## src/rtl/rak_pkg.sv

```systemverilog
// Shared types and constants for the rear Ackermann kinematics pipeline.
`default_nettype none

package rak_pkg;

  localparam int NORM_STEPS   = 6;
  localparam int CORDIC_STEPS = 30;
  localparam int SQRT_STEPS   = 32;
  localparam int DIV_STEPS    = 32;
  localparam int CW           = 52;  // CORDIC datapath width
  localparam int NLANES       = 4;   // wheels: front left/right, rear left/right

  // Register indexes, byte address 4*i
  localparam logic [2:0] REG_SPD_LIM   = 3'd0;
  localparam logic [2:0] REG_WHEELBASE = 3'd1;
  localparam logic [2:0] REG_TRACK     = 3'd2;
  localparam logic [2:0] REG_RADIUS    = 3'd3;
  localparam logic [2:0] REG_STEER_LIM = 3'd4;

  localparam logic signed [32:0] HALF_PI_Q30 = 33'sd1686629713;
  localparam logic signed [17:0] HALF_PI_Q16 = 18'sd102944;

  localparam logic [29:0] ATAN_TAB [CORDIC_STEPS] = '{
    30'd843314857, 30'd497837829, 30'd263043837, 30'd133525159, 30'd67021687,
    30'd33543516, 30'd16775851, 30'd8388437, 30'd4194283, 30'd2097149,
    30'd1048576, 30'd524288, 30'd262144, 30'd131072, 30'd65536,
    30'd32768, 30'd16384, 30'd8192, 30'd4096, 30'd2048,
    30'd1024, 30'd512, 30'd256, 30'd128, 30'd64,
    30'd32, 30'd16, 30'd8, 30'd4, 30'd2
  };

  // Geometry pipe: inner arc (_in) and outer arc (_out) carried side by side.
  typedef struct packed {
    logic                   turn;
    logic                   left;
    logic                   v_neg;
    logic                   di_neg;
    logic [30:0]            av;
    logic [46:0]            b;
    logic [46:0]            di_mag;
    logic [46:0]            dout;
    logic signed [CW-1:0]   x_in;
    logic signed [CW-1:0]   y_in;
    logic signed [32:0]     z_in;
    logic signed [CW-1:0]   x_out;
    logic signed [CW-1:0]   y_out;
    logic signed [32:0]     z_out;
    logic [46:0]            hp_in;
    logic [46:0]            hq_in;
    logic [46:0]            hp_out;
    logic [46:0]            hq_out;
    logic [4:0]             s_in;
    logic [4:0]             s_out;
    logic [63:0]            n_in;
    logic [63:0]            r_in;
    logic [63:0]            n_out;
    logic [63:0]            r_out;
  } trk_t;

  typedef struct packed {
    logic signed [17:0]          la;
    logic signed [17:0]          ra;
    logic [NLANES-1:0]           neg;
    logic [NLANES-1:0][48:0]     mag;
  } fin_t;

  typedef struct packed {
    logic        neg;
    logic        sat;
    logic [31:0] rem;
    logic [31:0] lo;
    logic [31:0] q;
  } lane_t;

  typedef struct packed {
    logic signed [17:0]          la;
    logic signed [17:0]          ra;
    lane_t [NLANES-1:0]          lane;
  } dvp_t;

endpackage

`default_nettype wire

```

## src/rtl/rak_norm_cell.sv

```systemverilog
// Normalize cell: one binary step of CORDIC prescale and hypot downshift.
`default_nettype none

module rak_norm_cell #(
  parameter int K = 1
) (
  input  wire logic          clk,
  input  wire logic          rst_n,
  input  wire logic          en,
  input  wire logic          vld_in,
  input  wire rak_pkg::trk_t d_in,
  output logic               vld_out,
  output rak_pkg::trk_t      d_out
);

  localparam int CSH = 41 - K;
  localparam int HSH = 30 + K;

  rak_pkg::trk_t              d_nxt;
  rak_pkg::trk_t              d_r;
  logic                       vld_r;
  logic [rak_pkg::CW-1:0]     cor_in, cor_out;
  logic [46:0]                hyp_in, hyp_out;

  always_comb begin
    d_nxt   = d_in;
    cor_in  = $unsigned(d_in.x_in | d_in.y_in);
    cor_out = $unsigned(d_in.x_out | d_in.y_out);
    hyp_in  = d_in.hp_in | d_in.hq_in;
    hyp_out = d_in.hp_out | d_in.hq_out;
    // prescale up until one operand reaches bit 40
    if ((cor_in >> CSH) == '0) begin
      d_nxt.x_in = d_in.x_in <<< K;
      d_nxt.y_in = d_in.y_in <<< K;
    end
    if ((cor_out >> CSH) == '0) begin
      d_nxt.x_out = d_in.x_out <<< K;
      d_nxt.y_out = d_in.y_out <<< K;
    end
    // hypot operands down below 2^31 with the smallest shift
    if (K <= 16) begin
      if ((hyp_in >> HSH) != '0) begin
        d_nxt.hp_in = d_in.hp_in >> K;
        d_nxt.hq_in = d_in.hq_in >> K;
        d_nxt.s_in  = d_in.s_in + 5'(K);
      end
      if ((hyp_out >> HSH) != '0) begin
        d_nxt.hp_out = d_in.hp_out >> K;
        d_nxt.hq_out = d_in.hq_out >> K;
        d_nxt.s_out  = d_in.s_out + 5'(K);
      end
    end
  end

  always_ff @(posedge clk) begin
    if (!rst_n) begin
      vld_r <= 1'b0;
    end else if (en) begin
      vld_r <= vld_in;
    end
  end

  always_ff @(posedge clk) begin
    if (en) begin
      d_r <= d_nxt;
    end
  end

  assign vld_out = vld_r;
  assign d_out   = d_r;

endmodule

`default_nettype wire

```

## config.mk

```make
export PLATFORM = sky130hd
export DESIGN_NAME = rak_norm_cell
export DESIGN_NICKNAME = d
export VERILOG_FILES = /design/src/rtl/rak_pkg.sv /design/src/rtl/rak_norm_cell.sv
export SDC_FILE = /design/constraint.sdc
export NUM_CORES = 1
export LEC_CHECK = 0
export BUFFER_PORTS_ARGS = -buffer_cell sky130_fd_sc_hd__buf_2
export CAP_MARGIN = 20
export CORE_AREA = 2 2 710 712
export DETAILED_ROUTE_END_ITERATION = 7
export DIE_AREA = 0 0 712 714
export PLACE_DENSITY = 0.3
export REMOVE_ABC_BUFFERS = 1
export SYNTH_ARGS = -nofsm -noshare
export SYNTH_HDL_FRONTEND = slang
export SYNTH_SLANG_ARGS = --single-unit
export TNS_END_PERCENT = 30
```

## constraint.sdc

```tcl
create_clock -name clk -period 3.82 [get_ports clk]
set_input_delay 0.955 -clock clk [delete_from_list [all_inputs] [get_ports clk]]
set_output_delay 0.955 -clock clk [all_outputs]
set_load 0.01 [all_outputs]
```

* Word level (Yosys, flattened, before mapping) *
Cells that the tools add are included.

storage, ports and cells
  output and inout bits = 905
  logic and storage cells = 49
  register bits after elaboration = 905
  input port bits = 908

operators by class
  reductions and logical operators = 4
  multiplexer cells = 6
  bitwise logic cells = 4
  add/subtract/negate cells = 2

operators with widths
  kind                   count
  $mux W104              2
  $mux W93               2
  $logic_not A52 Y1      2
  $or A52 B52 Y52        2
  $or A47 B47 Y47        2
  $reduce_bool A47 Y1    2
  $add A5 B1 Y5 const B  2
  $mux W5                2

* Longest topological paths before layout *
  depth in word-level cells = 3
  gate-level depth with buffers = 5
  gate-level depth less buffers = 4

* Least setup slack after synthesis *
No wires, ideal clock.

  path type = input port to flip-flop
  start point = in d_in[439] (netlist bit)
  end point = reg d_r (netlist bit d_out[420]) (data pin)
  data arrival time = 2251 ps
  path buffers = 1
  stages = 5
  required time = 3560 ps
  slack = 1309 ps
  library setup time = 260 ps
  cell sequence = nor4_1 -> nand4_1 -> nor2_4 -> buf_4 -> mux2_2

RTL lines
  item                  line                 source
  start, declared       rak_norm_cell.sv:11  input wire rak_pkg::trk_t d_in,
  end signal, assigned  rak_norm_cell.sv:65  d_r <= d_nxt;
  end, declared         rak_norm_cell.sv:20  rak_pkg::trk_t d_r;

* Final worst setup path *
  start point = reg d_r (netlist bit d_out[402])
  end point = out d_out[402] (netlist bit)

RTL lines
  item           line                 source
  end, declared  rak_norm_cell.sv:13  output rak_pkg::trk_t d_out

No word-level cell between the ends.

==> results.yml <==
status:
  status: "completed"
worst_setup_path:
  critical_path_required_ns: 2.86
  cp_slowest_cell: "edfxtp_1"
  end_kind: "output port"
  slowest_delay_ns: 0.66
  worst-path-buf-inv: 1
  path_max_fanout: 1
  path_class: "reg -> out"
  crit_chain: "buf_2"
  cp-start-kind: "register"
  cp.arrival_ns: 1.80
  crit_family: "flip-flops"
yosys:
  syn-mean-instance-area_um2: 22.67
  ys_seq_area_share_pct: 86.46
  ys_ff_latch: 905
  yosysWarnings: 0
  synthCells: 1386
  yosysUniqueCellTypes: 20
  netlist_area_um2: 31420
timing:
  slew_violations: 0
  tightest_slew_ns: 0.7402
  rsz0062_at_grt: "false"
  setup_viol_count_final: 0
  fin_skew_ns: 0
  finalCritPeriodShare_pct: 72.10
  maxSlewHeadroom_pct: 50.99
  hold_viol: 0
  fmaxAchievable_ghz: 0.3631
  period_needed_ns: 2.754
  finalHoldWorstSlack_ns: 0.2386
floorplanning:
  pin_count: 1813
  fp.dieW_um: 712
  initial_core_util_pct: 6.280
  core_um2: 500300
  die_h_um: 714
  num_rows: 260
  die_area_um2: 508400
place:
  placed_area_um2: 48800
  gp_congestion: 0.9476
  io_buffers: 1812
  hpwl_mm: 323.0
final_layout:
  drive_above_1_share_pct: 69.27
  final_area_um2: 53760
  syn_to_final_growth_pct: 71.09
  nets: 4167
power:
  p_leak_uw: 0.01969
  powerDensity_nw_per_um2: 555.7
  max-vdd-ir-drop_mv: 0.3414
routing:
  ant_nets: 0
  detail_route.wl_per_cell_um: 35.60
  drtIter0Drc: 1644
  viasPerCell: 2.350
  first_pass_iters: 5
  finalWirelength_mm: 360.6
  vias: 23806
  drc: 0
global_route:
  grt_use_total_pct: 13.63
  grt_pass1_wl_mm: 416.0
  grt_max_degree: 89
  grt_pass1_vias: 23990
  grt_overflow: 0
  antenna_found_initial: 328
cts:
  cts_resized: 0
  clock_path_buffers: 4
  cts.htree.levels: 4
  numCtsBuffers: 143
  clk_latency_ns: 0.80
  ctsHoldBuffers: 0
  cts_tree: "done"
  cts_setup_buffers: 0
  clockRootBuffer: "clkbuf_16"
  cts_sinks: 905
  clk_pin_slew_ns: 0.07
job:
  cap_violations: 0
min_path:
  min_path_type: "in -> reg"
[stage by stage]
step	TNS, ns	setup slack (ns)	power (uW)	utilization, %	instances
2_1_floorplan	-50.58	-0.3299	12810	-	1257
3_3_place_gp	0	0.6197	16430	9.754	9793
3_5_place_dp	0	0.6358	16410	9.754	9793
4_1_cts	0	0.9063	30800	10.70	10049
5_1_grt	0	0.8897	31160	10.72	10089
6_report	0	1.066	29880	10.74	10131
[where the power goes]
group	total (uW)	internal, uW	switching, uW	leakage, uW
registers	12300	11800	433	0.00886
clock network	13800	8130	5710	0.00229
logic	3770	981	2790	0.00855
total	29900	20900	8930	0.0197
[cells in the final DEF, fill, tap and decap left out, types with 8 or more instances in the layout]
cell type and n:
buf_2 1811, edfxtp_1 904, mux2_2 252, clkbuf_16 144, diode_2 82, nor4_1 28, mux2_1 26, buf_4 25
clkinv_2 24, buf_12 18, bufinv_16 17, clkbuf_1 17, clkinv_1 17, clkinvlp_4 14, clkinv_4 9, a21o_1 8
xnor2_1 8, inv_6 8
[path summary, 6_finish.rpt]
path / from / endpoint / slack, ns / cells after the start
worst max-delay path: d_out[402] / d_out[402] / 1.07 / 1
worst min-delay path: d_in[168] / d_out[168] / 0.24 / 1
worst max register to register: vld_out / vld_out / 3.22 / 2
worst min register to register: vld_out / vld_out / 0.53 / 2
[area by class of cell]
class	instances	area, um^2
Clock buffer	161	3667
Antenna cell	82	205.2
Multi-Input combinational cell	352	3652
Timing Repair Buffer	1855	9627
Sequential cell	905	27170
Fill cell	57383	446600
Tap cell	6681	8359
Clock inverter	95	1081
[state kept, by name, summed over array words and instances, names as in the netlist]
| name | cells |
|---|---|
| vld_out | 1 |
| d_out | 904 |
[synth_stat cells]
master	instances	area, um^2
a21o_1	8	60.06
buf_4	22	165.2
buf_6	6	67.56
clkbuf_1	104	390.4
conb_1	1	3.750
dfxtp_1	1	20.02
edfxtp_1	904	27150
ha_1	2	25.02
mux2_1	26	292.8
mux2_2	252	2838
mux2i_1	1	10.01
nand2_1	2	7.510
nand4_1	6	37.54
nor2_2	2	12.51
nor2_4	2	22.52
nor2b_1	5	31.28
nor4_1	28	175.2
o2111ai_1	4	35.03
o21ai_0	2	10.01
xnor2_1	8	70.07
[routing by layer]
metal  part of all wire, %  global-route usage (%)  routed length (um)
met1                    37                   15.05              134300
met2                    43                   20.68              154100
met3                    16                   10.01               59010
met4                   3.4                   3.529               12150
met5                  0.28                       0                1027
[cells by family (layout without fill, tap and decap cells)]
group / count (synthesis) / in the layout / synth area share (%)
DFF: 905 / 905 / 86.46
muxes: 279 / 279 / 9.995
buffers and inverters: 132 / 2111 / 1.983
and+or+nand+nor: 45 / 45 / 0.9119
AOI/OAI and AO/OA: 14 / 14 / 0.3345
xor gates and xnor gates: 8 / 8 / 0.2230
adders and majority gates: 2 / 2 / 0.07963
other: 1 / 86 / 0.01194
No activity file was read; power rests on OpenSTA's default activity.
