[config.mk]
export PLATFORM = sky130hd
export DESIGN_NAME = rak_iter_cell
export DESIGN_NICKNAME = d
export VERILOG_FILES = /design/src/rtl/rak_pkg.sv /design/src/rtl/rak_iter_cell.sv
export SDC_FILE = /design/constraint.sdc
export NUM_CORES = 2
export LEC_CHECK = 0
export BUFFER_PORTS_ARGS = -buffer_cell sky130_fd_sc_hd__buf_2
export CAP_MARGIN = 30
export CORE_AREA = 8 8 690 692
export CTS_CLUSTER_DIAMETER = 40
export DETAILED_ROUTE_END_ITERATION = 16
export DIE_AREA = 0 0 698 700
export PLACE_DENSITY = 0.3
export SLEW_MARGIN = 40
export SYNTH_ARGS = -nofsm -noshare
export SYNTH_HDL_FRONTEND = slang
export SYNTH_SLANG_ARGS = --single-unit
[constraint.sdc]
create_clock -name clk -period 7.9 [get_ports clk]
set_clock_uncertainty 0.1 [all_clocks]
set_input_delay 0.395 -clock clk [delete_from_list [all_inputs] [get_ports clk]]
set_output_delay 0.395 -clock clk [all_outputs]
set_load 0.05 [all_outputs]
[src/rtl/rak_pkg.sv]
// Shared types and constants for the rear Ackermann kinematics pipeline.
`default_nettype none

package rak_pkg;

  localparam int NORM_STEPS   = 6;
  localparam int CORDIC_STEPS = 30;
  localparam int SQRT_STEPS   = 32;
  localparam int DIV_STEPS    = 32;
  localparam int CW           = 52;  // CORDIC datapath width
  localparam int NLANES       = 4;   // wheels: front left/right, rear left/right

  // Register indexes, byte address 4*i
  localparam logic [2:0] REG_SPD_LIM   = 3'd0;
  localparam logic [2:0] REG_WHEELBASE = 3'd1;
  localparam logic [2:0] REG_TRACK     = 3'd2;
  localparam logic [2:0] REG_RADIUS    = 3'd3;
  localparam logic [2:0] REG_STEER_LIM = 3'd4;

  localparam logic signed [32:0] HALF_PI_Q30 = 33'sd1686629713;
  localparam logic signed [17:0] HALF_PI_Q16 = 18'sd102944;

  localparam logic [29:0] ATAN_TAB [CORDIC_STEPS] = '{
    30'd843314857, 30'd497837829, 30'd263043837, 30'd133525159, 30'd67021687,
    30'd33543516, 30'd16775851, 30'd8388437, 30'd4194283, 30'd2097149,
    30'd1048576, 30'd524288, 30'd262144, 30'd131072, 30'd65536,
    30'd32768, 30'd16384, 30'd8192, 30'd4096, 30'd2048,
    30'd1024, 30'd512, 30'd256, 30'd128, 30'd64,
    30'd32, 30'd16, 30'd8, 30'd4, 30'd2
  };

  // Geometry pipe: inner arc (_in) and outer arc (_out) carried side by side.
  typedef struct packed {
    logic                   turn;
    logic                   left;
    logic                   v_neg;
    logic                   di_neg;
    logic [30:0]            av;
    logic [46:0]            b;
    logic [46:0]            di_mag;
    logic [46:0]            dout;
    logic signed [CW-1:0]   x_in;
    logic signed [CW-1:0]   y_in;
    logic signed [32:0]     z_in;
    logic signed [CW-1:0]   x_out;
    logic signed [CW-1:0]   y_out;
    logic signed [32:0]     z_out;
    logic [46:0]            hp_in;
    logic [46:0]            hq_in;
    logic [46:0]            hp_out;
    logic [46:0]            hq_out;
    logic [4:0]             s_in;
    logic [4:0]             s_out;
    logic [63:0]            n_in;
    logic [63:0]            r_in;
    logic [63:0]            n_out;
    logic [63:0]            r_out;
  } trk_t;

  typedef struct packed {
    logic signed [17:0]          la;
    logic signed [17:0]          ra;
    logic [NLANES-1:0]           neg;
    logic [NLANES-1:0][48:0]     mag;
  } fin_t;

  typedef struct packed {
    logic        neg;
    logic        sat;
    logic [31:0] rem;
    logic [31:0] lo;
    logic [31:0] q;
  } lane_t;

  typedef struct packed {
    logic signed [17:0]          la;
    logic signed [17:0]          ra;
    lane_t [NLANES-1:0]          lane;
  } dvp_t;

endpackage

`default_nettype wire

[src/rtl/rak_iter_cell.sv]
// Iteration cell: one CORDIC vectoring step (only in cells below CORDIC_STEPS) and one square-root digit, both arcs.
`default_nettype none

module rak_iter_cell #(
  parameter int I = 0
) (
  input  wire logic          clk,
  input  wire logic          rst_n,
  input  wire logic          en,
  input  wire logic          vld_in,
  input  wire rak_pkg::trk_t d_in,
  output logic               vld_out,
  output rak_pkg::trk_t      d_out
);

  localparam logic [63:0] ONE = 64'd1 << (62 - 2 * I);

  rak_pkg::trk_t                 d_nxt;
  rak_pkg::trk_t                 d_r;
  logic                          vld_r;
  logic signed [rak_pkg::CW-1:0] xi_n, yi_n, xo_n, yo_n;
  logic signed [32:0]            zi_n, zo_n;
  logic [63:0]                   t_in, t_out;

  generate
    if (I < rak_pkg::CORDIC_STEPS) begin : g_cordic
      localparam logic signed [32:0] TAB = 33'($signed({3'b000, rak_pkg::ATAN_TAB[I]}));
      always_comb begin
        if (d_in.y_in >= 0) begin
          xi_n = d_in.x_in + (d_in.y_in >>> I);
          yi_n = d_in.y_in - (d_in.x_in >>> I);
          zi_n = d_in.z_in + TAB;
        end else begin
          xi_n = d_in.x_in - (d_in.y_in >>> I);
          yi_n = d_in.y_in + (d_in.x_in >>> I);
          zi_n = d_in.z_in - TAB;
        end
        if (d_in.y_out >= 0) begin
          xo_n = d_in.x_out + (d_in.y_out >>> I);
          yo_n = d_in.y_out - (d_in.x_out >>> I);
          zo_n = d_in.z_out + TAB;
        end else begin
          xo_n = d_in.x_out - (d_in.y_out >>> I);
          yo_n = d_in.y_out + (d_in.x_out >>> I);
          zo_n = d_in.z_out - TAB;
        end
      end
    end else begin : g_hold
      assign xi_n = d_in.x_in;
      assign yi_n = d_in.y_in;
      assign zi_n = d_in.z_in;
      assign xo_n = d_in.x_out;
      assign yo_n = d_in.y_out;
      assign zo_n = d_in.z_out;
    end
  endgenerate

  always_comb begin
    d_nxt       = d_in;
    d_nxt.x_in  = xi_n;
    d_nxt.y_in  = yi_n;
    d_nxt.z_in  = zi_n;
    d_nxt.x_out = xo_n;
    d_nxt.y_out = yo_n;
    d_nxt.z_out = zo_n;
    t_in        = d_in.r_in + ONE;
    t_out       = d_in.r_out + ONE;
    if (d_in.n_in >= t_in) begin
      d_nxt.n_in = d_in.n_in - t_in;
      d_nxt.r_in = (d_in.r_in >> 1) + ONE;
    end else begin
      d_nxt.r_in = d_in.r_in >> 1;
    end
    if (d_in.n_out >= t_out) begin
      d_nxt.n_out = d_in.n_out - t_out;
      d_nxt.r_out = (d_in.r_out >> 1) + ONE;
    end else begin
      d_nxt.r_out = d_in.r_out >> 1;
    end
  end

  always_ff @(posedge clk) begin
    if (!rst_n) begin
      vld_r <= 1'b0;
    end else if (en) begin
      vld_r <= vld_in;
    end
  end

  always_ff @(posedge clk) begin
    if (en) begin
      d_r <= d_nxt;
    end
  end

  assign vld_out = vld_r;
  assign d_out   = d_r;

endmodule

`default_nettype wire

### Word level (Yosys, flattened, before mapping)

Index checks and enable logic that the tools add are counted.

| cells by class | value |
|---|---|
| mux-type cells | 10 |
| add/sub/neg operators | 16 |
| magnitude comparators | 4 |

Operators by type and width:

| operator | number |
|---|---|
| 2-to-1 mux 52 bit | 4 |
| subtractor 52 bit | 4 |
| adder 63 x 63 -> 64 bit, second input constant | 2 |
| adder 64 x 63 -> 64 bit, second input constant | 2 |
| >= comparator 64 bit | 2 |
| 2-to-1 mux 64 bit | 2 |
| subtractor 64 bit | 2 |
| 2-to-1 mux 63 bit | 2 |
| adder 52 bit | 2 |
| >= comparator 52 x 1 -> 1 bit, second input constant | 2 |
| adder 33 x 31 -> 33 bit, second input constant | 2 |
| 2-to-1 mux 33 bit | 2 |
| subtractor 33 x 31 -> 33 bit, second input constant | 2 |

| word-level totals | value |
|---|---|
| logic and storage cells | 57 |
| output and inout port bits | 905 |
| flip-flop bits (word level) | 905 |

### Longest topological paths before layout

| depth | value |
|---|---|
| word-level depth | 3 |
| gate-level depth with buffers | 19 |
| depth with buffers taken out | 14 |

### Worst setup path after synthesis

Ideal clock, no wire load.

| timing | value |
|---|---|
| kind | in2reg |
| start | input d_in[538] in the netlist's numbering |
| end | register d_r, in the netlist d_out[486], data pin |
| data required time | 7542 ps |
| arrival time | 4606 ps |
| stages | 19 |
| buffers on the path | 7 |
| path slack | 2937 ps |
| setup time | 258 ps |
| cells stage by stage | clkbuf_1 buf_2 clkbuf_1 clkbuf_1 clkbuf_1 buf_1 buf_1 xor2_1 ha_1 a21oi_1 o2111ai_1 a21oi_1 o211ai_1 a21oi_1 o21ai_0 a2111oi_0 nor3_1 mux2i_1 xnor2_1 |

RTL lines:

| what | RTL line | RTL |
|---|---|---|
| from (decl) | rak_iter_cell.sv:11 | `input wire rak_pkg::trk_t d_in,` |
| to (signal assigned) | rak_iter_cell.sv:92 | `d_r <= d_nxt;` |
| to (decl) | rak_iter_cell.sv:19 | `rak_pkg::trk_t d_r;` |

==> impl_metrics.tcl <==
set metrics [dict create \
    status "complete, no violations" \
    grt_max_degree 111 \
    async_reset_ff_frac 0 \
    postSynthCellCount 5851 \
    cts_tree "built" \
    worstMarginPinSlew_ns 0.904 \
    drv_slew 0 \
    h-tree-depth 5 \
    start_kind "input pin" \
    dieArea_um2 489000 \
    clk_pin_slew_ns 0.04 \
    layout.nets 9905 \
    slowest_delay_ns 0.57 \
    cp_max_fo 17 \
    hp-class "input pin to flip-flop" \
    min_from "d_in[674]" \
    io_buffers 1812 \
    die_h_um 700 \
    drt_first_iter_violations 4260 \
    crit_type "input pin to flip-flop" \
    first_global_vias 60800 \
    core_um2 465000 \
    wirelength_mm 416 \
    layout_commonest_cell "buf_2" \
    tns_ns 0 \
    cp-end-kind "flip-flop" \
    leakagePower_nw 38.0 \
    post-route-min-period_ns 4.99 \
    dieWidth_um 698 \
    synth-seq-cells 903 \
    io_pins 1813 \
    dpl.hpwl_mm 354 \
    max_freq_mhz 200 \
    grt_antenna_before_repair 214 \
    powerDensity_nw_per_um2 262 \
    cts.sinks 903 \
    gp_congestion 0.912 \
    fp-row-count 251 \
    syn_avg_cell_area_um2 9.93 \
    dr.pass1.iters 5 \
    vias 59000 \
    grt_usage 0.161 \
    clockBufferDepth 4 \
    route.detailed.drc 0 \
    finalPower_mw 24.0 \
    ys_seq_area_frac 0.467 \
    start_util 0.125 \
    synth_edf_count 902 \
    synth_cell_types 88 \
    syn-num-nets 7231 \
    worstHoldEndpoint "d_out[674]" \
    rsz0062_at_grt "false" \
    grt_pass1_wl_mm 550 \
    cap_violations 0 \
    netlist_area_um2 58100 \
    worstRegToRegCells 3 \
    cp_top_family "compound AO/OA/AOI/OAI gates" \
    ant_nets 0 \
    hold_depth 4 \
    reg2reg_from "vld_out" \
    cp.buffers_inverters 5 \
    clk_latency_ns 0.84 \
    critical_path_required_ns 8.56 \
    layout_common_cells "buf_2, edfxtp_1, dlygate4sd3_1" \
    timing.critical_path.cells "dlygate4sd3_1 > buf_2 > inv_1 > ha_1 > nor2b_1 > o2111ai_2 > nand4_1 > nand2_1 > o221ai_1 > a21oi_2 > a211o_1 > nand3_1 > a21oi_4 > nand2_1 > dlygate4sd3_1 > o21ai_0 > dlygate4sd3_1" \
    clock-root-buffer "clkbuf_16" \
    post_drt_via_cell_ratio 3.92 \
    rrSetupSlack_ns 6.60 \
    arrival_ns 5.65 \
    maxSlewHeadroom 0.397 \
    layout_worst_path_cycle_share 0.631 \
    drive_gt1_frac 0.268 \
    synth_warnings 0 \
    worst_path_max_delay_cell "dlygate4sd3_1" \
    crit_path_frequent_cell "dlygate4sd3_1" \
    wl_per_cell_um 27.7 \
    ir_worst_vdd_mv 0.158 \
    r2r_end "vld_out" \
    setup_viol 0 \
    synthFlopType "edfxtp_1" \
    hold_violations 0 \
    gr-total-overflow 0 \
    cts_buffers 270 \
    area_delta_synth_final_pct 57.8 \
]
worst reg2reg max path: stages (launching register included):
cell,delay (ns)
dfxtp_1,0.32
mux2i_1,0.14
nor2b_1,0.06
dlygate4sd3_1,0.56
synthesized netlist by cell type, types with 41 or more instances:
cell,n,share of area
inv_1,495,0.032
xor2_1,82,0.012
nor3_1,84,0.0072
nor2b_1,56,0.0060
edfxtp_1,902,0.47
mux2i_1,52,0.0090
a21o_1,149,0.019
o21bai_1,120,0.016
buf_1,44,0.0028
a21oi_1,710,0.061
nand2b_1,63,0.0068
xnor2_1,314,0.047
ha_1,464,0.10
a211oi_1,57,0.0074
o31ai_1,44,0.0057
nand2_1,359,0.023
nand3_1,76,0.0065
clkbuf_1,204,0.013
nor2_1,450,0.029
a31oi_1,49,0.0053
o21a_1,41,0.0053
o21ai_0,434,0.037
nand4_1,88,0.0095
layout make-up:
| cell class | instances | area, µm² |
|---|---|---|
| flip-flops and latches | 903 | 27100 |
| fillers | 51900 | 374000 |
| inverters | 503 | 1890 |
| clock inverters | 174 | 1950 |
| multi-input cells | 4189 | 28200 |
| repair buffers | 2658 | 17600 |
| well taps | 6198 | 7750 |
| diodes | 97 | 243 |
| clock buffers | 316 | 6990 |
worst max path at each step:
| stage | start | to | slack, ns | cells after the start |
|---|---|---|---|---|
| floorplan | d_in[538] | d_out[486] | 2.94 | 19 |
| global placement | d_in[130] | d_out[208] | 1.85 | 14 |
| detailed placement | d_in[130] | d_out[208] | 2.69 | 15 |
| CTS | d_in[130] | d_out[192] | 2.72 | 17 |
| global route | d_in[130] | d_out[225] | 2.49 | 17 |
| finish | d_in[130] | d_out[225] | 2.91 | 17 |
power by group:
part	internal, mW	switching, mW	total [mW]
clock network	7.21	3.63	10.8
logic	1.85	5.01	6.86
registers	6.02	0.315	6.33
total	15.1	8.95	24.0
flip-flops by register name, summed over array words and instances, names as in the netlist:
name,count
vld_out,1
d_out,902
logic make-up (layout without fill, tap and decap cells):
family                     count (synthesis)  after routing  synth area share
and+or+nand+nor                         1360           1360             0.110
other                                      0             97                 0
AOI/OAI and AO/OA                       1895           1895             0.200
xor gates and xnor gates                 396            396            0.0597
adders and majority gates                474            474             0.103
buffers and inverters                    759           3651            0.0493
DFF                                      903            903             0.467
muxes                                     64             64            0.0113
metrics by stage:
stage	cells	setup WS, ns	hold slack (ns)	utilization	cell area (µm²)
2_1_floorplan	5851	2.94	0.394	-	58100
3_3_place_gp	13700	1.85	0.399	0.160	74400
3_5_place_dp	13700	2.69	0.423	0.160	74600
4_1_cts	14900	2.72	0.0000774	0.196	91400
5_1_grt	15000	2.49	0.0437	0.197	91600
6_report	15000	2.91	0.127	0.197	91700
routing by layer:
metal  vias to the layer above  track usage  part of all wire
met2                      2211        0.299              0.52
met4                        66       0.0479             0.034
met3                       600       0.0333             0.056
li1                      26900            -                 -
met5                         -            0            0.0010
met1                     29200        0.186              0.39
repair_timing:
item                                   4_1_cts  5_1_grt
setup buffers                                0        0
gates resized for setup                      0        0
hold buffers                               793        0
endpoints found under the hold margin      774        0
Note: power is estimated with default switching activity, not from simulation.
