===== src/rtl/rak_pkg.sv =====
// Shared types and constants for the rear Ackermann kinematics pipeline.
`default_nettype none

package rak_pkg;

  localparam int NORM_STEPS   = 6;
  localparam int CORDIC_STEPS = 30;
  localparam int SQRT_STEPS   = 32;
  localparam int DIV_STEPS    = 32;
  localparam int CW           = 52;  // CORDIC datapath width
  localparam int NLANES       = 4;   // wheels: front left/right, rear left/right

  // Register indexes, byte address 4*i
  localparam logic [2:0] REG_SPD_LIM   = 3'd0;
  localparam logic [2:0] REG_WHEELBASE = 3'd1;
  localparam logic [2:0] REG_TRACK     = 3'd2;
  localparam logic [2:0] REG_RADIUS    = 3'd3;
  localparam logic [2:0] REG_STEER_LIM = 3'd4;

  localparam logic signed [32:0] HALF_PI_Q30 = 33'sd1686629713;
  localparam logic signed [17:0] HALF_PI_Q16 = 18'sd102944;

  localparam logic [29:0] ATAN_TAB [CORDIC_STEPS] = '{
    30'd843314857, 30'd497837829, 30'd263043837, 30'd133525159, 30'd67021687,
    30'd33543516, 30'd16775851, 30'd8388437, 30'd4194283, 30'd2097149,
    30'd1048576, 30'd524288, 30'd262144, 30'd131072, 30'd65536,
    30'd32768, 30'd16384, 30'd8192, 30'd4096, 30'd2048,
    30'd1024, 30'd512, 30'd256, 30'd128, 30'd64,
    30'd32, 30'd16, 30'd8, 30'd4, 30'd2
  };

  // Geometry pipe: inner arc (_in) and outer arc (_out) carried side by side.
  typedef struct packed {
    logic                   turn;
    logic                   left;
    logic                   v_neg;
    logic                   di_neg;
    logic [30:0]            av;
    logic [46:0]            b;
    logic [46:0]            di_mag;
    logic [46:0]            dout;
    logic signed [CW-1:0]   x_in;
    logic signed [CW-1:0]   y_in;
    logic signed [32:0]     z_in;
    logic signed [CW-1:0]   x_out;
    logic signed [CW-1:0]   y_out;
    logic signed [32:0]     z_out;
    logic [46:0]            hp_in;
    logic [46:0]            hq_in;
    logic [46:0]            hp_out;
    logic [46:0]            hq_out;
    logic [4:0]             s_in;
    logic [4:0]             s_out;
    logic [63:0]            n_in;
    logic [63:0]            r_in;
    logic [63:0]            n_out;
    logic [63:0]            r_out;
  } trk_t;

  typedef struct packed {
    logic signed [17:0]          la;
    logic signed [17:0]          ra;
    logic [NLANES-1:0]           neg;
    logic [NLANES-1:0][48:0]     mag;
  } fin_t;

  typedef struct packed {
    logic        neg;
    logic        sat;
    logic [31:0] rem;
    logic [31:0] lo;
    logic [31:0] q;
  } lane_t;

  typedef struct packed {
    logic signed [17:0]          la;
    logic signed [17:0]          ra;
    lane_t [NLANES-1:0]          lane;
  } dvp_t;

endpackage

`default_nettype wire


===== src/rtl/rak_div_cell.sv =====
// Divider cell: one restoring quotient bit for each of the four wheel lanes.
`default_nettype none

module rak_div_cell (
  input  wire logic          clk,
  input  wire logic          rst_n,
  input  wire logic          en,
  input  wire logic [31:0]   dvs,
  input  wire logic          vld_in,
  input  wire rak_pkg::dvp_t d_in,
  output logic               vld_out,
  output rak_pkg::dvp_t      d_out
);

  rak_pkg::dvp_t d_nxt;
  rak_pkg::dvp_t d_r;
  logic          vld_r;
  logic [32:0]   t [rak_pkg::NLANES];

  always_comb begin
    d_nxt = d_in;
    for (int k = 0; k < rak_pkg::NLANES; k++) begin
      t[k] = {d_in.lane[k].rem, d_in.lane[k].lo[31]};
      d_nxt.lane[k].lo = {d_in.lane[k].lo[30:0], 1'b0};
      if (t[k] >= {1'b0, dvs}) begin
        d_nxt.lane[k].rem = 32'(t[k] - {1'b0, dvs});
        d_nxt.lane[k].q   = {d_in.lane[k].q[30:0], 1'b1};
      end else begin
        d_nxt.lane[k].rem = t[k][31:0];
        d_nxt.lane[k].q   = {d_in.lane[k].q[30:0], 1'b0};
      end
    end
  end

  always_ff @(posedge clk) begin
    if (!rst_n) begin
      vld_r <= 1'b0;
    end else if (en) begin
      vld_r <= vld_in;
    end
  end

  always_ff @(posedge clk) begin
    if (en) begin
      d_r <= d_nxt;
    end
  end

  assign vld_out = vld_r;
  assign d_out   = d_r;

endmodule

`default_nettype wire


===== config.mk =====
export PLATFORM = sky130hd
export DESIGN_NAME = rak_div_cell
export DESIGN_NICKNAME = d
export VERILOG_FILES = /design/src/rtl/rak_pkg.sv /design/src/rtl/rak_div_cell.sv
export SDC_FILE = /design/constraint.sdc
export NUM_CORES = 1
export LEC_CHECK = 0
export ABC_AREA = 1
export BUFFER_PORTS_ARGS = -buffer_cell sky130_fd_sc_hd__buf_2
export CAP_MARGIN = 40
export CORE_AREA = 10 10 336 338
export DETAILED_ROUTE_END_ITERATION = 6
export DIE_AREA = 0 0 346 348
export GPL_ROUTABILITY_DRIVEN = 0
export GPL_TIMING_DRIVEN = 0
export PLACE_DENSITY = 0.41
export SETUP_SLACK_MARGIN = 0.05
export SLEW_MARGIN = 30
export SYNTH_ARGS = -nofsm -noshare
export SYNTH_HDL_FRONTEND = slang
export SYNTH_SLANG_ARGS = --single-unit

===== constraint.sdc =====
create_clock -name clk -period 2.4 [get_ports clk]
set_input_delay 0.24 -clock clk [delete_from_list [all_inputs] [get_ports clk]]
set_output_delay 0.24 -clock clk [all_outputs]
set_load 0.005 [all_outputs]

# Word level (Yosys, flattened, before mapping)
# Index checks and enable logic that the tools add are counted.
[classes] n_addsub=4 n_lt_le_gt_ge=4 muxes=8
[ops] cell="$ge 33x32->1" count=4
[ops] cell="$mux 32" count=4
[ops] cell="$sub 32x32->32" count=4
[ops] cell="$mux 1" count=4
[totals] register_bits=425 output_inout_bits=429 elab_cells=39

# Depth between registers and ports, before layout
# Gate-level depths: netlist of the first run.
[depth] depth_word=2 ltp_mapped=16 ltp_nobuf=15

# Worst setup path before layout of the first run
# No wires, ideal clock.
[synth_path] path_type="input-to-reg" startpoint="input port dvs[28]" endpoint="register d_r (netlist bit d_out[91]) (data pin)" setup_ps=252 arrival_time_ps=1625 t_required_ps=2148 path_slack_ps=522 stages=13 cell_sequence="inv_1 ha_1 nand2_1 nor2_1 inv_1 nor2_1 nand2_1 nand3_2 nor2_4 nand2_4 buf_6 nand2_1 nand2_1"
[synth_rtl] element="start, declared" line="rak_div_cell.sv:8" source="input wire logic [31:0] dvs,"
[synth_rtl] element="end signal, assigned" line="rak_div_cell.sv:45" source="d_r <= d_nxt;"
[synth_rtl] element="end, declared" line="rak_div_cell.sv:16" source="rak_pkg::dvp_t d_r;"

==> metrics, run 1 <==
Final Max Tran Viols=0; TritonCTS clock tree=yes; port bufs=884; Worst EP required=about 2.8 ns; Yosys top cell by area=edfxtp_1; Critical Path Most Common Cell=nand2_1; Critical Path Source Type=input pin; origin of the worst setup path=d_in[377]; CORE AREA=~110000 um2; detailed-route via count=between 20000 and 25000; crit end category=flop; Detailed Place HPWL=around 110000 um; fin util=0.353; I/O pin count=893; Post-synth top flop=edfxtp_1; clk_skew=0 ns; number of synthesized flops with an enable pin=between 400 and 500; area grow syn2layout=50.2%; total of max-cap violations=0; Reg clk slew, reported paths=0.06 ns; initial antenna violation count=29; Antenna Nets Post-Route=0; Reg2Reg Launch Point=vld_out; Hold Crit Class=in -> reg; Chip Height=approximately 350 um; minimum clock period=2.27 ns; drt drc=0; synthesis-stage register bit count=425; Crit-path slowest cell=dlygate4sd3_1; Leakage=between 15 and 20 nW; Avg Cell Area, Syn=8.46 um2; crit share post-route=0.944; Max-slew headroom=0.511; H-tree Lvls=2; via/cell ratio=about 4.2; worst-skew pair later-pin latency=0.65 ns; worst vdd ir=496 uV; YS warnings=0; asr flop ratio synth=0; total track usage=0.213; wire length per cell=23.2 um; Power, Total=0.0239 W; Synth top cells by count=nand2_1, inv_1, edfxtp_1, nand3_1, nor2_1; maximum buffer depth of the clock tree=3; Core Rows=120; layout cells sized above 1=0.263; register area share after synthesis=0.511; worst path arrival time=2.64 ns; critical path class=in -> reg; Pwr per Cell Area=around 640 nW/um2; area share of the largest cell type after synthesis=0.510; Synth area leaders=edfxtp_1, nand2_1, inv_1, ha_1, nand3_1; total CTS buffers=53; Post-Route WL=134000 um; Remaining Overflow, GRT=0; worst-path fanout max=10; critical path's largest stage delay=just under 0.6 ns; die area=~120000 um2; clk root buf=clkbuf_16; largest net degree at the start of global routing=85; run status=finished clean; effective utilization at floorplan=0.235; drt pass-1 iters=6; placed cells=5247; vias in the first global route=24457; cell area after synthesis=around 25000 um2; post-synth cell types=36; first-pass GRT wire length=185000 um; RSZ-0062 raised after global routing=true; count leader, synth=nand2_1; DIE WIDTH=346 um; clk sinks=roughly 430; fillers=11289; critical-path cell list=dlygate4sd3_1, buf_2, ha_2, nand2_1, nor2_2, nand2_1, nor2_2, nand2_1, nand2_1, nor2_4, clkbuf_4, nand3_1, nand2_1; nets@finish=4907; final setup fails=0; initial DRC count=1486; final cell count without fillers=5773; Max Fclk=0.441 GHz; hold path startpoint=d_in[380]; final hold vios=0; Worst Tran Pin Value=0.732 ns; Cells after Synth=between 2000 and 3000
==> worst paths after layout <==
check | cells after the start | slack (ns) | endpoint
min | 3 | 0.04 | d_out[381]
min reg2reg | 3 | 1.10 | vld_out
max | 13 | 0.13 | d_out[380]
max reg2reg | 3 | 1.21 | vld_out
==> metal layers <==
metal,vias to the layer above,global-route usage,share of wire
met3,121,0.0645,0.075
li1,12169,-,-
met5,-,0,0.00069
met1,11416,0.257,0.42
met2,735,0.368,0.48
met4,16,0.0530,0.027
==> per-stage QoR <==
step | setup slack, ns | TNS [ns] | instance area (um2) | hold WS (ns)
floorplan | 0.522 | 0 | 25000 | 0.333
global placement | -6.33 | -2694.49 | 31200 | 0.416
detailed placement | -0.633 | -64.68 | 31300 | 0.418
CTS | 0.0731 | 0 | 37300 | 0.0130
global route | 0.0290 | 0 | 37500 | 0.0101
finish | 0.133 | 0 | 37500 | 0.0382
==> layout by cell type, fill, tap and decap left out, types with 31 or more instances in the layout <==
cell and count:
edfxtp_1 424, dlygate4sd3_1 409, nor2_1 138, nand2_1 1119, nand3b_1 35, nand3_1 224
ha_1 122, nand3_2 41, a21oi_1 75, xor2_1 52, nor3_1 31, clkbuf_16 54
buf_2 906, inv_1 510
==> power breakdown <==
part / internal [W] / switching, W / leakage, nW
Sequential: 0.00908 / 0.000202 / 4.16
Clock: 0.00506 / 0.00360 / 0.880
Combinational: 0.00229 / 0.00364 / 13.7
==> critical path: cells and delay by family <==
family                     cells  cell delay, ns
adders and majority gates      1            0.37
buffers and inverters          3            0.99
and+or+nand+nor                9            1.03
==> flip-flops by register name (all words and copies together), names as in the netlist <==
register / count
d_out: 424
vld_out: 1
==> layout make-up <==
type / count / area [um2] / area share
Sequential cell: 425 / 12800 / 0.340
Multi-Input combinational cell: 1972 / 10100 / 0.270
Timing Repair Buffer: 1302 / 8730 / 0.233
Inverter: 516 / 1940 / 0.0518
Tap cell: 1403 / 1760 / 0.0468
Clock buffer: 61 / 1360 / 0.0362
Clock inverter: 37 / 483 / 0.0129
Buffer: 41 / 308 / 0.00821
Antenna cell: 16 / 40.0 / 0.00107
==> repair_timing <==
| action | in CTS | in global routing |
|---|---|---|
| setup buffers | 0 | 2 |
| gates resized for setup | 0 | 41 |
| hold buffers | 409 | 0 |
| setup endpoints to repair | 0 | 128 |
| endpoints found under the hold margin | 445 | 0 |
==> cell families (layout without fill, tap and decap cells) <==
family,count (synthesis),after routing,synth area share
simple gates,1685,1685,0.293
other cells,1,20,0.000150
compound gates,95,95,0.0197
fa+ha+maj,132,132,0.0673
buf+inv,557,1957,0.0897
flops,425,425,0.511
xor+xnor,56,56,0.0196
Note: power is estimated with default switching activity, not from simulation.
==> inputs of run 2 (changes only) <==
CORE_AREA = 10 10 338 340   (was 10 10 336 338)
DIE_AREA = 0 0 348 350   (was 0 0 346 348)
==> metrics, run 2 (synthesized netlist as in run 1, its figures left out) <==
run status=finished clean (unchanged); critical path class=in -> reg (unchanged); total of max-cap violations=0 (unchanged); area grow syn2layout=50.2% (about the same); initial antenna violation count=26 (was 29); final setup fails=0 (unchanged); Power, Total=0.0238 W (was 0.0239 W); Leakage=18.8 nW (was 18.7 nW); Core Rows=121 (was 120); Worst EP required=2.77 ns (about the same); Detailed Place HPWL=110000 um (was 111000 um); TritonCTS clock tree=yes (unchanged); Max-slew headroom=0.517 (was 0.511); Reg clk slew, reported paths=0.05 ns (was 0.06 ns); worst hold slack=0.0398 ns (was 0.0382 ns); nets@finish=4915 (was 4907); total track usage=0.208 (was 0.213); Pwr per Cell Area=634 nW/um2 (was 637 nW/um2); area of the multi-input gates=10100 um2 (about the same); total CTS buffers=55 (was 53); clk sinks=425 (unchanged); Critical Path Most Common Cell=nand2_1 (unchanged); final hold vios=0 (unchanged); fillers=11487 (was 11289); Remaining Overflow, GRT=0 (unchanged); layout cells sized above 1=0.260 (was 0.263); Chip Height=350 um (was 348 um); family with the most delay on the worst path=simple AND/OR/NAND/NOR gates (unchanged); crit end category=flop (unchanged); maximum buffer depth of the clock tree=3 (unchanged); crit share post-route=0.949 (was 0.944); Worst Path Buf+Inv=3 (unchanged); drt pass-1 iters=5 (was 6); critical-path cell list=dlygate4sd3_1, buf_2, ha_1, nand2_1, nor2_1, nand2_1, nor2_1, nand2_1, nand3_1, nor2_4, buf_2, nand3_1, nand2_1 (was dlygate4sd3_1, buf_2, ha_2, nand2_1, nor2_2, nand2_1, nor2_2, nand2_1, nand2_1, nor2_4, clkbuf_4, nand3_1, nand2_1); commonest non-fill, non-tap cell in the layout=nand2_1 (unchanged); commonest cells after routing, fill and taps aside=nand2_1, buf_2, inv_1 (unchanged); Max Fclk=0.439 GHz (was 0.441 GHz); worst path arrival time=2.65 ns (was 2.64 ns); worst vdd ir=448 uV (was 496 uV); Antenna Nets Post-Route=0 (unchanged); initial DRC count=1497 (was 1486); largest net degree at the start of global routing=84 (was 85); Sequential Area=12800 um2 (unchanged); die area=122000 um2 (was 120000 um2); I/O pin count=893 (unchanged); Final Max Tran Viols=0 (unchanged); minimum clock period=2.28 ns (was 2.27 ns); worst-skew pair later-pin latency=0.66 ns (was 0.65 ns); clk root buf=clkbuf_16 (unchanged); Worst Tran Pin Value=0.724 ns (was 0.732 ns); detailed-route via count=24354 (was 24457); first-pass GRT wire length=183000 um (was 185000 um); Crit-path slowest cell=dlygate4sd3_1 (unchanged); Critical Path Source Type=input pin (unchanged); RSZ-0062 raised after global routing=true (unchanged); DIE WIDTH=348 um (was 346 um); worst-path fanout max=10 (unchanged); Post-Route WL=133000 um (was 134000 um); CORE AREA=108000 um2 (was 106000 um2); effective utilization at floorplan=0.232 (was 0.235); drt drc=0 (unchanged); vias in the first global route=24374 (was 24457); H-tree Lvls=2 (unchanged); Hold Crit Class=in -> reg (unchanged); wire length per cell=22.9 um (was 23.2 um); via/cell ratio=4.21 (was 4.24); port bufs=884 (unchanged); clk_skew=0 ns (unchanged); max reg flops=424 (unchanged); critical path's largest stage delay=0.54 ns (was 0.59 ns)
-- run 2: cell types whose count changed in the layout (fill, tap and decap cells not counted), sizes merged --
cell         previous run  this run
buf                   931       932
clkinvlp                8         1
bufinv                  9         7
clkbuf                 64        70
dlygate4sd3           409       416
diode                  16         9
-- run 2: through the flow --
stage / TNS (ns) / util / instances / setup WS (ns) / instance area [um2]
5_1_grt: 0 / 0.348 / 5777 / 0.0269 / 37500
6_report: 0 / 0.348 / 5782 / 0.123 / 37500
3_5_place_dp: -59.04 / 0.291 / 5258 / -0.604 / 31400
4_1_cts: 0 / 0.346 / 5770 / 0.0506 / 37300
2_1_floorplan: 0 / - / 2954 / 0.522 / 25000
3_3_place_gp: -2706.57 / 0.289 / 5252 / -6.36 / 31200
-- run 2: area by class of cell --
class	count	area share
diodes	9	0.000601
plain buffers	41	0.00821
clock buffers	69	0.0387
clock inverters	28	0.00974
inverters	516	0.0518
multi-input cells	1972	0.270
flip-flops and latches	425	0.340
well taps	1414	0.0472
repair buffers	1308	0.234
-- run 2: path summary, 6_finish.rpt --
kind	from	endpoint	slack, ns	cells after the start
worst max-delay path	d_in[186]	d_out[171]	0.12	13
worst min-delay path	d_in[386]	d_out[387]	0.04	3
worst max register to register	vld_out	vld_out	1.18	3
worst min register to register	vld_out	vld_out	1.12	3
-- run 2: worst reg2reg max path, stage by stage, from the launching register on --
cell	delay (ns)
dfxtp_1	0.31
o21ai_0	0.18
a21oi_1	0.06
dlygate4sd3_1	0.56
-- run 2: where the power goes --
group          total, W  internal, W  switching [W]
sequential      0.00930      0.00909       0.000213
clock           0.00856      0.00503        0.00353
combinational   0.00591      0.00228        0.00362
-- run 2: metal layers --
layer	global-route usage	up-vias	routed length [um]
met3	0.0614	142	9670
li1	-	12165	-
met4	0.0594	30	3960
met2	0.355	753	63200
met1	0.252	11264	55600
met5	0	-	192
-- run 2: what timing repair did --
action,CTS,global route
endpoints found under the hold margin,451,1
buffers inserted,0,2
hold buffers,415,1
gates resized for setup,0,39
setup endpoints to repair,0,71
